==> config.mk <==
export PLATFORM = sky130hd
export DESIGN_NAME = tvp_derive
export DESIGN_NICKNAME = d
export VERILOG_FILES = /design/src/tvp_pkg.sv /design/src/tvp_derive.sv
export SDC_FILE = /design/constraint.sdc
export NUM_CORES = 2
export LEC_CHECK = 0
export ABC_CLOCK_PERIOD_IN_PS = 13700
export BUFFER_PORTS_ARGS = -buffer_cell sky130_fd_sc_hd__buf_2
export CAP_MARGIN = 20
export CORE_MARGIN = 2
export CORE_UTILIZATION = 50
export DETAILED_ROUTE_END_ITERATION = 10
export HOLD_SLACK_MARGIN = 0.12
export PLACE_DENSITY = 0.7
export SYNTH_ARGS = -nofsm -noshare
export SYNTH_HDL_FRONTEND = slang
export SYNTH_SLANG_ARGS = --single-unit
==> constraint.sdc <==
create_clock -name clk -period 13.7 [get_ports clk]
set_input_delay 1.37 -clock clk [delete_from_list [all_inputs] [get_ports clk]]
set_output_delay 1.37 -clock clk [all_outputs]
set_load 0.02 [all_outputs]
==> src/tvp_pkg.sv <==
package tvp_pkg;

  localparam int CFG_ADDR_W = 4;

  localparam logic [1:0] REG_PATH_LENGTH = 2'd0;
  localparam logic [1:0] REG_SPEED_LIMIT = 2'd1;
  localparam logic [1:0] REG_ACCEL_LIMIT = 2'd2;

  typedef enum logic [3:0] {
    S_IDLE,
    S_PREP,
    S_CMP,
    S_SQRT,
    S_TACC_LD,
    S_TACC_DIV,
    S_COV_LO,
    S_COV_HI,
    S_COV_CHK,
    S_TFLAT_DIV,
    S_VEND_LO,
    S_VEND_HI,
    S_VEND_SAVE,
    S_HEAD_LO,
    S_HEAD_HI,
    S_FINISH
  } state_t;

  typedef enum logic [2:0] {
    R_ZERO,
    R_END,
    R_ACC,
    R_CRUISE,
    R_BRAKE
  } region_t;

endpackage

==> src/tvp_derive.sv <==
module tvp_derive import tvp_pkg::*; #(
  parameter int FRAC_BITS = 16
) (
  input  logic                   clk,
  input  logic                   rst_n,
  input  logic                   recalc,
  input  logic [31:0]            len,
  input  logic [31:0]            vlim,
  input  logic [31:0]            acc,
  output logic                   busy,
  output logic [31:0]            acc_eff,
  output logic [31:0]            peak,
  output logic [32+FRAC_BITS-1:0] t_acc,
  output logic [32+FRAC_BITS:0]   t_ca,
  output logic [33+FRAC_BITS:0]   total,
  output logic [32:0]            head
);

  localparam int TW = 32 + FRAC_BITS;
  localparam int MW = 64 + FRAC_BITS;
  localparam int CW = $clog2(TW + 1);

  state_t          state_r, state_nxt;
  logic [CW-1:0]   cnt_r, cnt_nxt;
  logic [63:0]     la_r, la_nxt;
  logic            tri_r, tri_nxt;
  logic [63:0]     sq_x_r, sq_x_nxt;
  logic [32:0]     sq_rem_r, sq_rem_nxt;
  logic [31:0]     root_r, root_nxt;
  logic [31:0]     peak_r, peak_nxt;
  logic [TW-1:0]   div_n_r, div_n_nxt;
  logic [TW-1:0]   div_q_r, div_q_nxt;
  logic [31:0]     div_rem_r, div_rem_nxt;
  logic [TW-1:0]   t_acc_r, t_acc_nxt;
  logic [TW-1:0]   t_flat_r, t_flat_nxt;
  logic [MW-1:0]   mulacc_r, mulacc_nxt;
  logic [31:0]     vend_r, vend_nxt;
  logic [32:0]     head_r, head_nxt;
  logic [TW:0]     tca_r, tca_nxt;
  logic [TW+1:0]   total_r, total_nxt;

  logic [31:0]     acc_e, vlim_e;
  logic [31:0]     m_x, m_y;
  logic [63:0]     prod;
  logic [31:0]     tacc_hi;
  logic [34:0]     sq_rs, sq_trial;
  logic [32:0]     sq_rem_step;
  logic [31:0]     root_step;
  logic [31:0]     div_d;
  logic [32:0]     div_rs, div_diff;
  logic            div_ge;
  logic [TW-1:0]   div_q_step;
  logic [63:0]     covered;

  assign acc_e   = (acc == 32'd0) ? 32'd1 : acc;
  assign vlim_e  = (vlim == 32'd0) ? 32'd1 : vlim;
  assign tacc_hi = 32'(t_acc_r[TW-1:32]);
  assign prod    = m_x * m_y;
  assign covered = mulacc_r[MW-1:FRAC_BITS];

  // One step of the digit-by-digit square root: two radicand bits per step.
  assign sq_rs       = {sq_rem_r, sq_x_r[63:62]};
  assign sq_trial    = {1'b0, root_r, 2'b01};
  assign sq_rem_step = (sq_rs >= sq_trial) ? 33'(sq_rs - sq_trial) : sq_rs[32:0];
  assign root_step   = (sq_rs >= sq_trial) ? {root_r[30:0], 1'b1} : {root_r[30:0], 1'b0};

  // One step of restoring division: one quotient bit per step.
  assign div_d      = (state_r == S_TACC_DIV) ? acc_e : peak_r;
  assign div_rs     = {div_rem_r, div_n_r[TW-1]};
  assign div_ge     = div_rs >= {1'b0, div_d};
  assign div_diff   = div_rs - {1'b0, div_d};
  assign div_q_step = {div_q_r[TW-2:0], div_ge};

  always_comb begin
    case (state_r)
      S_PREP:    begin m_x = len;    m_y = acc_e;             end
      S_CMP:     begin m_x = vlim_e; m_y = vlim_e;            end
      S_COV_LO:  begin m_x = peak_r; m_y = t_acc_r[31:0];     end
      S_COV_HI:  begin m_x = peak_r; m_y = tacc_hi;           end
      S_VEND_LO: begin m_x = acc_e;  m_y = t_acc_r[31:0];     end
      S_VEND_HI: begin m_x = acc_e;  m_y = tacc_hi;           end
      S_HEAD_LO: begin m_x = vend_r; m_y = t_acc_r[31:0];     end
      S_HEAD_HI: begin m_x = vend_r; m_y = tacc_hi;           end
      default:   begin m_x = 32'd0;  m_y = 32'd0;             end
    endcase
  end

  always_comb begin
    state_nxt   = state_r;
    cnt_nxt     = cnt_r;
    la_nxt      = la_r;
    tri_nxt     = tri_r;
    sq_x_nxt    = sq_x_r;
    sq_rem_nxt  = sq_rem_r;
    root_nxt    = root_r;
    peak_nxt    = peak_r;
    div_n_nxt   = div_n_r;
    div_q_nxt   = div_q_r;
    div_rem_nxt = div_rem_r;
    t_acc_nxt   = t_acc_r;
    t_flat_nxt  = t_flat_r;
    mulacc_nxt  = mulacc_r;
    vend_nxt    = vend_r;
    head_nxt    = head_r;
    tca_nxt     = tca_r;
    total_nxt   = total_r;

    case (state_r)
      S_IDLE: begin
      end
      S_PREP: begin
        la_nxt    = prod;
        state_nxt = S_CMP;
      end
      S_CMP: begin
        tri_nxt = prod >= la_r;
        if (prod >= la_r) begin
          sq_x_nxt   = la_r;
          sq_rem_nxt = 33'd0;
          root_nxt   = 32'd0;
          cnt_nxt    = CW'(31);
          state_nxt  = S_SQRT;
        end else begin
          peak_nxt  = vlim_e;
          state_nxt = S_TACC_LD;
        end
      end
      S_SQRT: begin
        sq_x_nxt   = {sq_x_r[61:0], 2'b00};
        sq_rem_nxt = sq_rem_step;
        root_nxt   = root_step;
        cnt_nxt    = cnt_r - CW'(1);
        if (cnt_r == CW'(0)) begin
          peak_nxt  = (root_step == 32'd0) ? 32'd1 : root_step;
          state_nxt = S_TACC_LD;
        end
      end
      S_TACC_LD: begin
        div_n_nxt   = {peak_r, {FRAC_BITS{1'b0}}};
        div_q_nxt   = '0;
        div_rem_nxt = 32'd0;
        cnt_nxt     = CW'(TW - 1);
        state_nxt   = S_TACC_DIV;
      end
      S_TACC_DIV: begin
        div_n_nxt   = {div_n_r[TW-2:0], 1'b0};
        div_q_nxt   = div_q_step;
        div_rem_nxt = div_ge ? div_diff[31:0] : div_rs[31:0];
        cnt_nxt     = cnt_r - CW'(1);
        if (cnt_r == CW'(0)) begin
          t_acc_nxt = div_q_step;
          if (tri_r) begin
            t_flat_nxt = '0;
            state_nxt  = S_VEND_LO;
          end else begin
            state_nxt = S_COV_LO;
          end
        end
      end
      S_COV_LO: begin
        mulacc_nxt = MW'(prod);
        state_nxt  = S_COV_HI;
      end
      S_COV_HI: begin
        mulacc_nxt = mulacc_r + (MW'(prod) << 32);
        state_nxt  = S_COV_CHK;
      end
      S_COV_CHK: begin
        if (covered >= 64'(len)) begin
          t_flat_nxt = '0;
          state_nxt  = S_VEND_LO;
        end else begin
          div_n_nxt   = {len - covered[31:0], {FRAC_BITS{1'b0}}};
          div_q_nxt   = '0;
          div_rem_nxt = 32'd0;
          cnt_nxt     = CW'(TW - 1);
          state_nxt   = S_TFLAT_DIV;
        end
      end
      S_TFLAT_DIV: begin
        div_n_nxt   = {div_n_r[TW-2:0], 1'b0};
        div_q_nxt   = div_q_step;
        div_rem_nxt = div_ge ? div_diff[31:0] : div_rs[31:0];
        cnt_nxt     = cnt_r - CW'(1);
        if (cnt_r == CW'(0)) begin
          t_flat_nxt = div_q_step;
          state_nxt  = S_VEND_LO;
        end
      end
      S_VEND_LO: begin
        mulacc_nxt = MW'(prod);
        state_nxt  = S_VEND_HI;
      end
      S_VEND_HI: begin
        mulacc_nxt = mulacc_r + (MW'(prod) << 32);
        state_nxt  = S_VEND_SAVE;
      end
      S_VEND_SAVE: begin
        // a*t_acc never exceeds peak scaled up, so the speed fits in 32 bits.
        vend_nxt  = mulacc_r[FRAC_BITS+31:FRAC_BITS];
        state_nxt = S_HEAD_LO;
      end
      S_HEAD_LO: begin
        mulacc_nxt = MW'(prod);
        state_nxt  = S_HEAD_HI;
      end
      S_HEAD_HI: begin
        mulacc_nxt = mulacc_r + (MW'(prod) << 32);
        state_nxt  = S_FINISH;
      end
      S_FINISH: begin
        if (|mulacc_r[MW-1:FRAC_BITS+34]) begin
          head_nxt = '1;
        end else begin
          head_nxt = mulacc_r[FRAC_BITS+33:FRAC_BITS+1];
        end
        tca_nxt   = (TW+1)'(t_acc_r) + (TW+1)'(t_flat_r);
        total_nxt = (TW+2)'({t_acc_r, 1'b0}) + (TW+2)'(t_flat_r);
        state_nxt = S_IDLE;
      end
      default: begin
        state_nxt = S_PREP;
      end
    endcase

    if (recalc) begin
      state_nxt = S_PREP;
    end
  end

  always_ff @(posedge clk) begin
    if (!rst_n) begin
      state_r <= S_PREP;
    end else begin
      state_r <= state_nxt;
    end
  end

  always_ff @(posedge clk) begin
    cnt_r     <= cnt_nxt;
    la_r      <= la_nxt;
    tri_r     <= tri_nxt;
    sq_x_r    <= sq_x_nxt;
    sq_rem_r  <= sq_rem_nxt;
    root_r    <= root_nxt;
    peak_r    <= peak_nxt;
    div_n_r   <= div_n_nxt;
    div_q_r   <= div_q_nxt;
    div_rem_r <= div_rem_nxt;
    t_acc_r   <= t_acc_nxt;
    t_flat_r  <= t_flat_nxt;
    mulacc_r  <= mulacc_nxt;
    vend_r    <= vend_nxt;
    head_r    <= head_nxt;
    tca_r     <= tca_nxt;
    total_r   <= total_nxt;
  end

  assign busy    = state_r != S_IDLE;
  assign acc_eff = acc_e;
  assign peak    = peak_r;
  assign t_acc   = t_acc_r;
  assign t_ca    = tca_r;
  assign total   = total_r;
  assign head    = head_r;

endmodule

# After elaboration in Yosys (flattened, before gate mapping)
# Index checks and enable logic that the tools add are counted.
[totals] register_bits=703 elab_cells=121 input_bits=99
[classes] reduce_logical=27 n_eq_ne=23 muxes=40 bitwise=1 magnitude_cmp=4 n_mul=1 n_addsub=7
[ops] operator="two-way mux 32 bit" count=9
[ops] operator="case mux 48 bit (3 select lines)" count=2
[ops] operator="two-way mux 48 bit" count=5
[ops] operator="case mux 32 bit (5 select lines)" count=1
[ops] operator="case mux 80 bit (2 select lines)" count=1
[ops] operator="case mux 47 bit (3 select lines)" count=1
[ops] operator="case mux 32 bit (2 select lines)" count=2
[ops] operator="case mux 32 bit (4 select lines)" count=1
[ops] operator="case mux 64 bit (2 select lines)" count=1
[ops] operator="logical NOT 32 bit" count=3
[ops] operator="case mux 32 bit (3 select lines)" count=1
[ops] operator="adder 80 bit" count=1
[ops] operator="two-way mux 33 bit" count=2
[ops] operator="case mux 33 bit (2 select lines)" count=1
[ops] operator=">= comparator 64 x 32 -> 1 bit" count=1
[ops] operator=">= comparator 64 bit" count=1
[ops] operator="multiplier 32 x 32 -> 64 bit" count=1
[ops] operator="two-way mux 64 bit" count=1
[ops] operator="subtractor 32 bit" count=2
[ops] operator="case mux 4 bit (15 select lines)" count=1
[ops] operator="adder 49 x 48 -> 50 bit" count=1
[ops] operator="adder 48 x 48 -> 49 bit" count=1
[ops] operator="two-way mux 47 bit" count=1
[ops] operator=">= comparator 35 x 34 -> 1 bit" count=1
[ops] operator="28 further kinds" count=61

# Depth between registers and ports, before layout
[logic_depth] depth_word=7 ltp_mapped=50

# Least setup slack after synthesis
# No wires, ideal clock.
[synth_path] kind="reg-to-reg" from="reg state_r[2]" to="reg root_r[0] (enable)" path_stages_with_launch=43 t_arrival_ns=13.458 slack_ns=-0.251 period_less_slack_ns=13.951 cell_sequence="dfxtp_1 > clkbuf_1 > nand2b_1 > nor3_1 > clkbuf_1 > buf_2 > buf_2 > buf_2 > a222oi_1 > nand2_1 > clkbuf_1 > nand2_1 > fa_1 > inv_1 > fa_1 > inv_1 > fa_1 > inv_1 > [7 not listed] > ha_1 > a21o_1 > a21o_1 > a21oi_1 > o21ai_0 > a221o_1 > a31oi_1 > o21bai_2 > xor2_1 > ha_1 > and4_1 > nand3_1 > or4_1 > a21o_1 > o211ai_1 > a41o_1 > nand2_1 > nand2_1"
[synth_between] elab_chain_len=7 word_cells_on_any_way=21 classes_between="1 x mul; 1 x order compare; 10 x eq/ne; 2 x mux; 7 x reduce/logical"
[synth_lines] element="start: declaration" line_no="tvp_derive.sv:23" text="state_t state_r, state_nxt;"
[synth_lines] element="start signal: assignment" line_no="tvp_derive.sv:235" text="state_r <= state_nxt;"
[synth_lines] element="== test 4 bit / == test 4 x 3 -> 1 bit (equally long branches)" line_no="tvp_derive.sv:75" text="case (state_r)"
[synth_lines] element="OR reduction 3 bit (no line) / OR reduction 2 bit (equally long branches)"
[synth_lines] element="case mux 32 bit (4 select lines) / case mux 32 bit (5 select lines) (equally long branches)" line_no="tvp_derive.sv:75"
[synth_lines] element="multiplier 32 x 32 -> 64 bit (*)" line_no="tvp_derive.sv:58" text="assign prod = m_x * m_y;"
[synth_lines] element="net prod[53]" line_no="tvp_derive.sv:44" text="logic [63:0] prod;"
[synth_lines] element=">= comparator 64 bit (*)" line_no="tvp_derive.sv:117" text="if (prod >= la_r) begin"
[synth_lines] element="inequality test 2 bit (no line) (*)"
[synth_lines] element="AND reduction 2 bit (no line) (*)"
[synth_lines] element="end signal: assignment" line_no="tvp_derive.sv:245" text="root_r <= root_nxt;"
[synth_lines] element="end: declaration" line_no="tvp_derive.sv:29" text="logic [31:0] root_r, root_nxt;"
# Mark *: on every way through the listed nets, which the timed path passes. The rest lies on a longest branch.
# A chain may end at the register's enable or synchronous reset.

# Worst setup path in the final report
[layout_path] from="reg state_r[3]" to="reg sq_x_r[42] (enable)"
[layout_between] elab_chain_len=7 word_cells_on_any_way=21 classes_between="1 x mul; 1 x order compare; 10 x eq/ne; 2 x mux; 7 x reduce/logical"
[layout_lines] element="== test 4 bit / == test 4 x 3 -> 1 bit (equally long branches)" line_no="tvp_derive.sv:75"
[layout_lines] element="OR reduction 3 bit (no line) / OR reduction 2 bit (equally long branches)"
[layout_lines] element="case mux 32 bit (4 select lines) / case mux 32 bit (5 select lines) (equally long branches)" line_no="tvp_derive.sv:75"
[layout_lines] element="multiplier 32 x 32 -> 64 bit (*)" line_no="tvp_derive.sv:58"
[layout_lines] element="net prod[25]" line_no="tvp_derive.sv:44"
[layout_lines] element=">= comparator 64 bit (*)" line_no="tvp_derive.sv:117"
[layout_lines] element="inequality test 2 bit (no line) (*)"
[layout_lines] element="AND reduction 2 bit (no line) (*)"
[layout_lines] element="end signal: assignment" line_no="tvp_derive.sv:243" text="sq_x_r <= sq_x_nxt;"
[layout_lines] element="end: declaration" line_no="tvp_derive.sv:27" text="logic [63:0] sq_x_r, sq_x_nxt;"
# Marks and branches as above.

==> impl_metrics.toml <==
[yosys]
synth.avg_cell_area_um2 = 9.42
ys_ff_latch = 671
syn_inst = 7859
synthFlopType = "edfxtp_1"
netlist_area_um2 = 74100
async_reset_ff_share_pct = 0
synth_cell_types = 99
synth_nets = 9459
yosys_warnings = 0
ys_seq_area_share_pct = 27.2
synth-edff-count = 667

[place]
portBuffers = 343
hpwl_mm = 213
gp_congestion = 1.06

[routing]
drt_iter0_markers = 7073
routed_wl_mm = 259
drc = 0
routed_via_density = 5.98
vias = 60500
firstDrtPassIters = 10
wl_per_cell_um = 25.6
detail-route-antenna-nets = 0

[worst_setup_path]
startpoint = "state_r[3]"
end_kind = "flop"
required_ns = 14.11
worstSetupPathType = "flop to flop"
cp_slowest_cell = "and2_1"
critPathArrivalTime_ns = 13.62
r2r_start = "state_r[3]"
max_stage_delay_ns = 0.71
worstSetupStartpointType = "flop"
crit_path_max_fanout = 30

[clock_tree]
cts_num_sinks = 671
cts_hold_buf = 0
clock_path_buffers = 3
cts-root-buf = "clkbuf_16"
cts.clk_slew.worst_paths_ns = 0.06
cts_tree = "yes"
h-tree-depth = 3
numCtsBuffers = 77
insertion_delay_ns = 0.72

[timing]
tightest_slew_ns = 1.26
max-slew-margin-rel_pct = 16.0
drv_slew = 0
final.setup.tns_ns = 0
post-route-min-period_ns = 13.20
finalHoldViolations = 0
setup_viol = 0
period_share_pct = 96.4
clock.fmax_mhz = 75.7
finClkSkew_ns = 0.0684
whs_ns = 0.444
rsz0062_at_grt = "no"

[die]
design.die.area_um2 = 151000
rows = 141
start_util_pct = 50.3
die_y_um = 389
io_pins = 344
die_w_um = 389
coreArea_um2 = 147000

[layout]
fin_nets = 9719
utilization_pct = 55.1
final_common_cell = "inv_1"
syn2layout_area_growth_pct = 9.61
drive_gt1_share_pct = 9.35
mostFrequentLayoutCells = "1210 x inv_1, 934 x nand2_1, 901 x fa_1"

[grt]
grt_util_all_layers_pct = 34.2
grt_pass1_wl_mm = 383
grt_max_degree = 93
overflow = 0
grt_pass1_vias = 59700
antenna_found_initial = 12

[job]
cap_violations = 0

[min_path]
hold_class = "flop to flop"
hold_start = "div_q_r[46]"

[status]
status = "completed"
-- cell type report --
| type | count | area [um2] |
|---|---|---|
| Fill cell | 13100 | 66100 |
| Multi-Input combinational cell | 5588 | 47900 |
| Timing Repair Buffer | 570 | 3570 |
| Inverter | 1211 | 4550 |
| Clock buffer | 92 | 1980 |
| Sequential cell | 671 | 20100 |
| Clock inverter | 49 | 578 |
| Antenna cell | 13 | 32.5 |
| Tap cell | 1930 | 2410 |
-- through the flow --
stage / instance area, um2 / cells / setup WS (ns)
2_1_floorplan: 74100 / 7859 / 0.971
3_3_place_gp: 78400 / 9962 / 0.430
3_5_place_dp: 78500 / 9963 / 0.529
4_1_cts: 81000 / 10100 / 0.555
5_1_grt: 81100 / 10100 / 0.0339
6_report: 81200 / 10100 / 0.496
-- flip-flops by register name (all words and copies together) (netlist names) --
name	flops
div_rem_r	32
peak	32
mulacc_r	64
la_r	64
div_n_r	32
root_r	32
t_ca	49
total	50
sq_x_r	64
div_q_r	47
tri_r	1
t_flat_r	48
head	33
cnt_r	6
sq_rem_r	33
vend_r	32
t_acc	48
state_r	4
-- synth_stat cells (43+ instances only) --
library cell | instances | area share [%]
xnor2_1 | 171 | 2.0
nor2b_1 | 49 | 0.41
inv_1 | 1210 | 6.1
nand2_1 | 937 | 4.7
edfxtp_1 | 667 | 27
buf_2 | 50 | 0.34
ha_1 | 600 | 10
nand2b_1 | 51 | 0.43
nand3_1 | 80 | 0.54
nor2_1 | 867 | 4.4
a22oi_1 | 60 | 0.61
o21ai_0 | 297 | 2.0
clkbuf_1 | 316 | 1.6
a21oi_1 | 331 | 2.2
o21bai_1 | 45 | 0.46
xor2_1 | 100 | 1.2
a211oi_1 | 45 | 0.46
a21o_1 | 193 | 2.0
nor3_1 | 54 | 0.36
nand4_1 | 93 | 0.79
a31oi_1 | 43 | 0.36
and3_1 | 101 | 0.85
fa_1 | 901 | 24
and2_1 | 90 | 0.76
mux2i_1 | 65 | 0.88
-- metal layers --
metal	global-route usage [%]	share of wire, %
met2	52.1	44
met4	19.2	6.9
met1	45.2	39
met5	0	0.024
met3	7.89	11
-- worst max-delay path: cells and delay by family, from the launching register on --
kind,cells,cell delay [ns]
adders and majority gates,10,4.29
xor gates and xnor gates,1,0.41
DFF,1,0.68
buffers and inverters,8,0.88
and+or+nand+nor,6,1.87
AOI/OAI and AO/OA,16,4.74
-- repair_timing --
action | CTS | global route
hold endpoints to repair | 0 | 0
endpoints found under the setup margin | 0 | 165
setup buffers | 0 | 1
gates resized for setup | 0 | 2
-- final timing paths --
kind	to	cells after the start	slack, ns
worst min register to register	t_acc[47]	0	0.44
worst min-delay path	t_acc[47]	0	0.44
worst max-delay path	sq_x_r[42]	41	0.50
worst max register to register	sq_x_r[42]	41	0.50
-- cell families after synthesis --
group | share of synthesized area (%)
flops | 27.2
compound gates | 11.3
buf+inv | 8.27
mux | 0.985
xor+xnor | 3.21
fa+ha+maj | 34.5
simple gates | 14.6
Power is not shown: default switching activity piles up to over one toggle a cycle in this logic, so the estimate is an artifact.
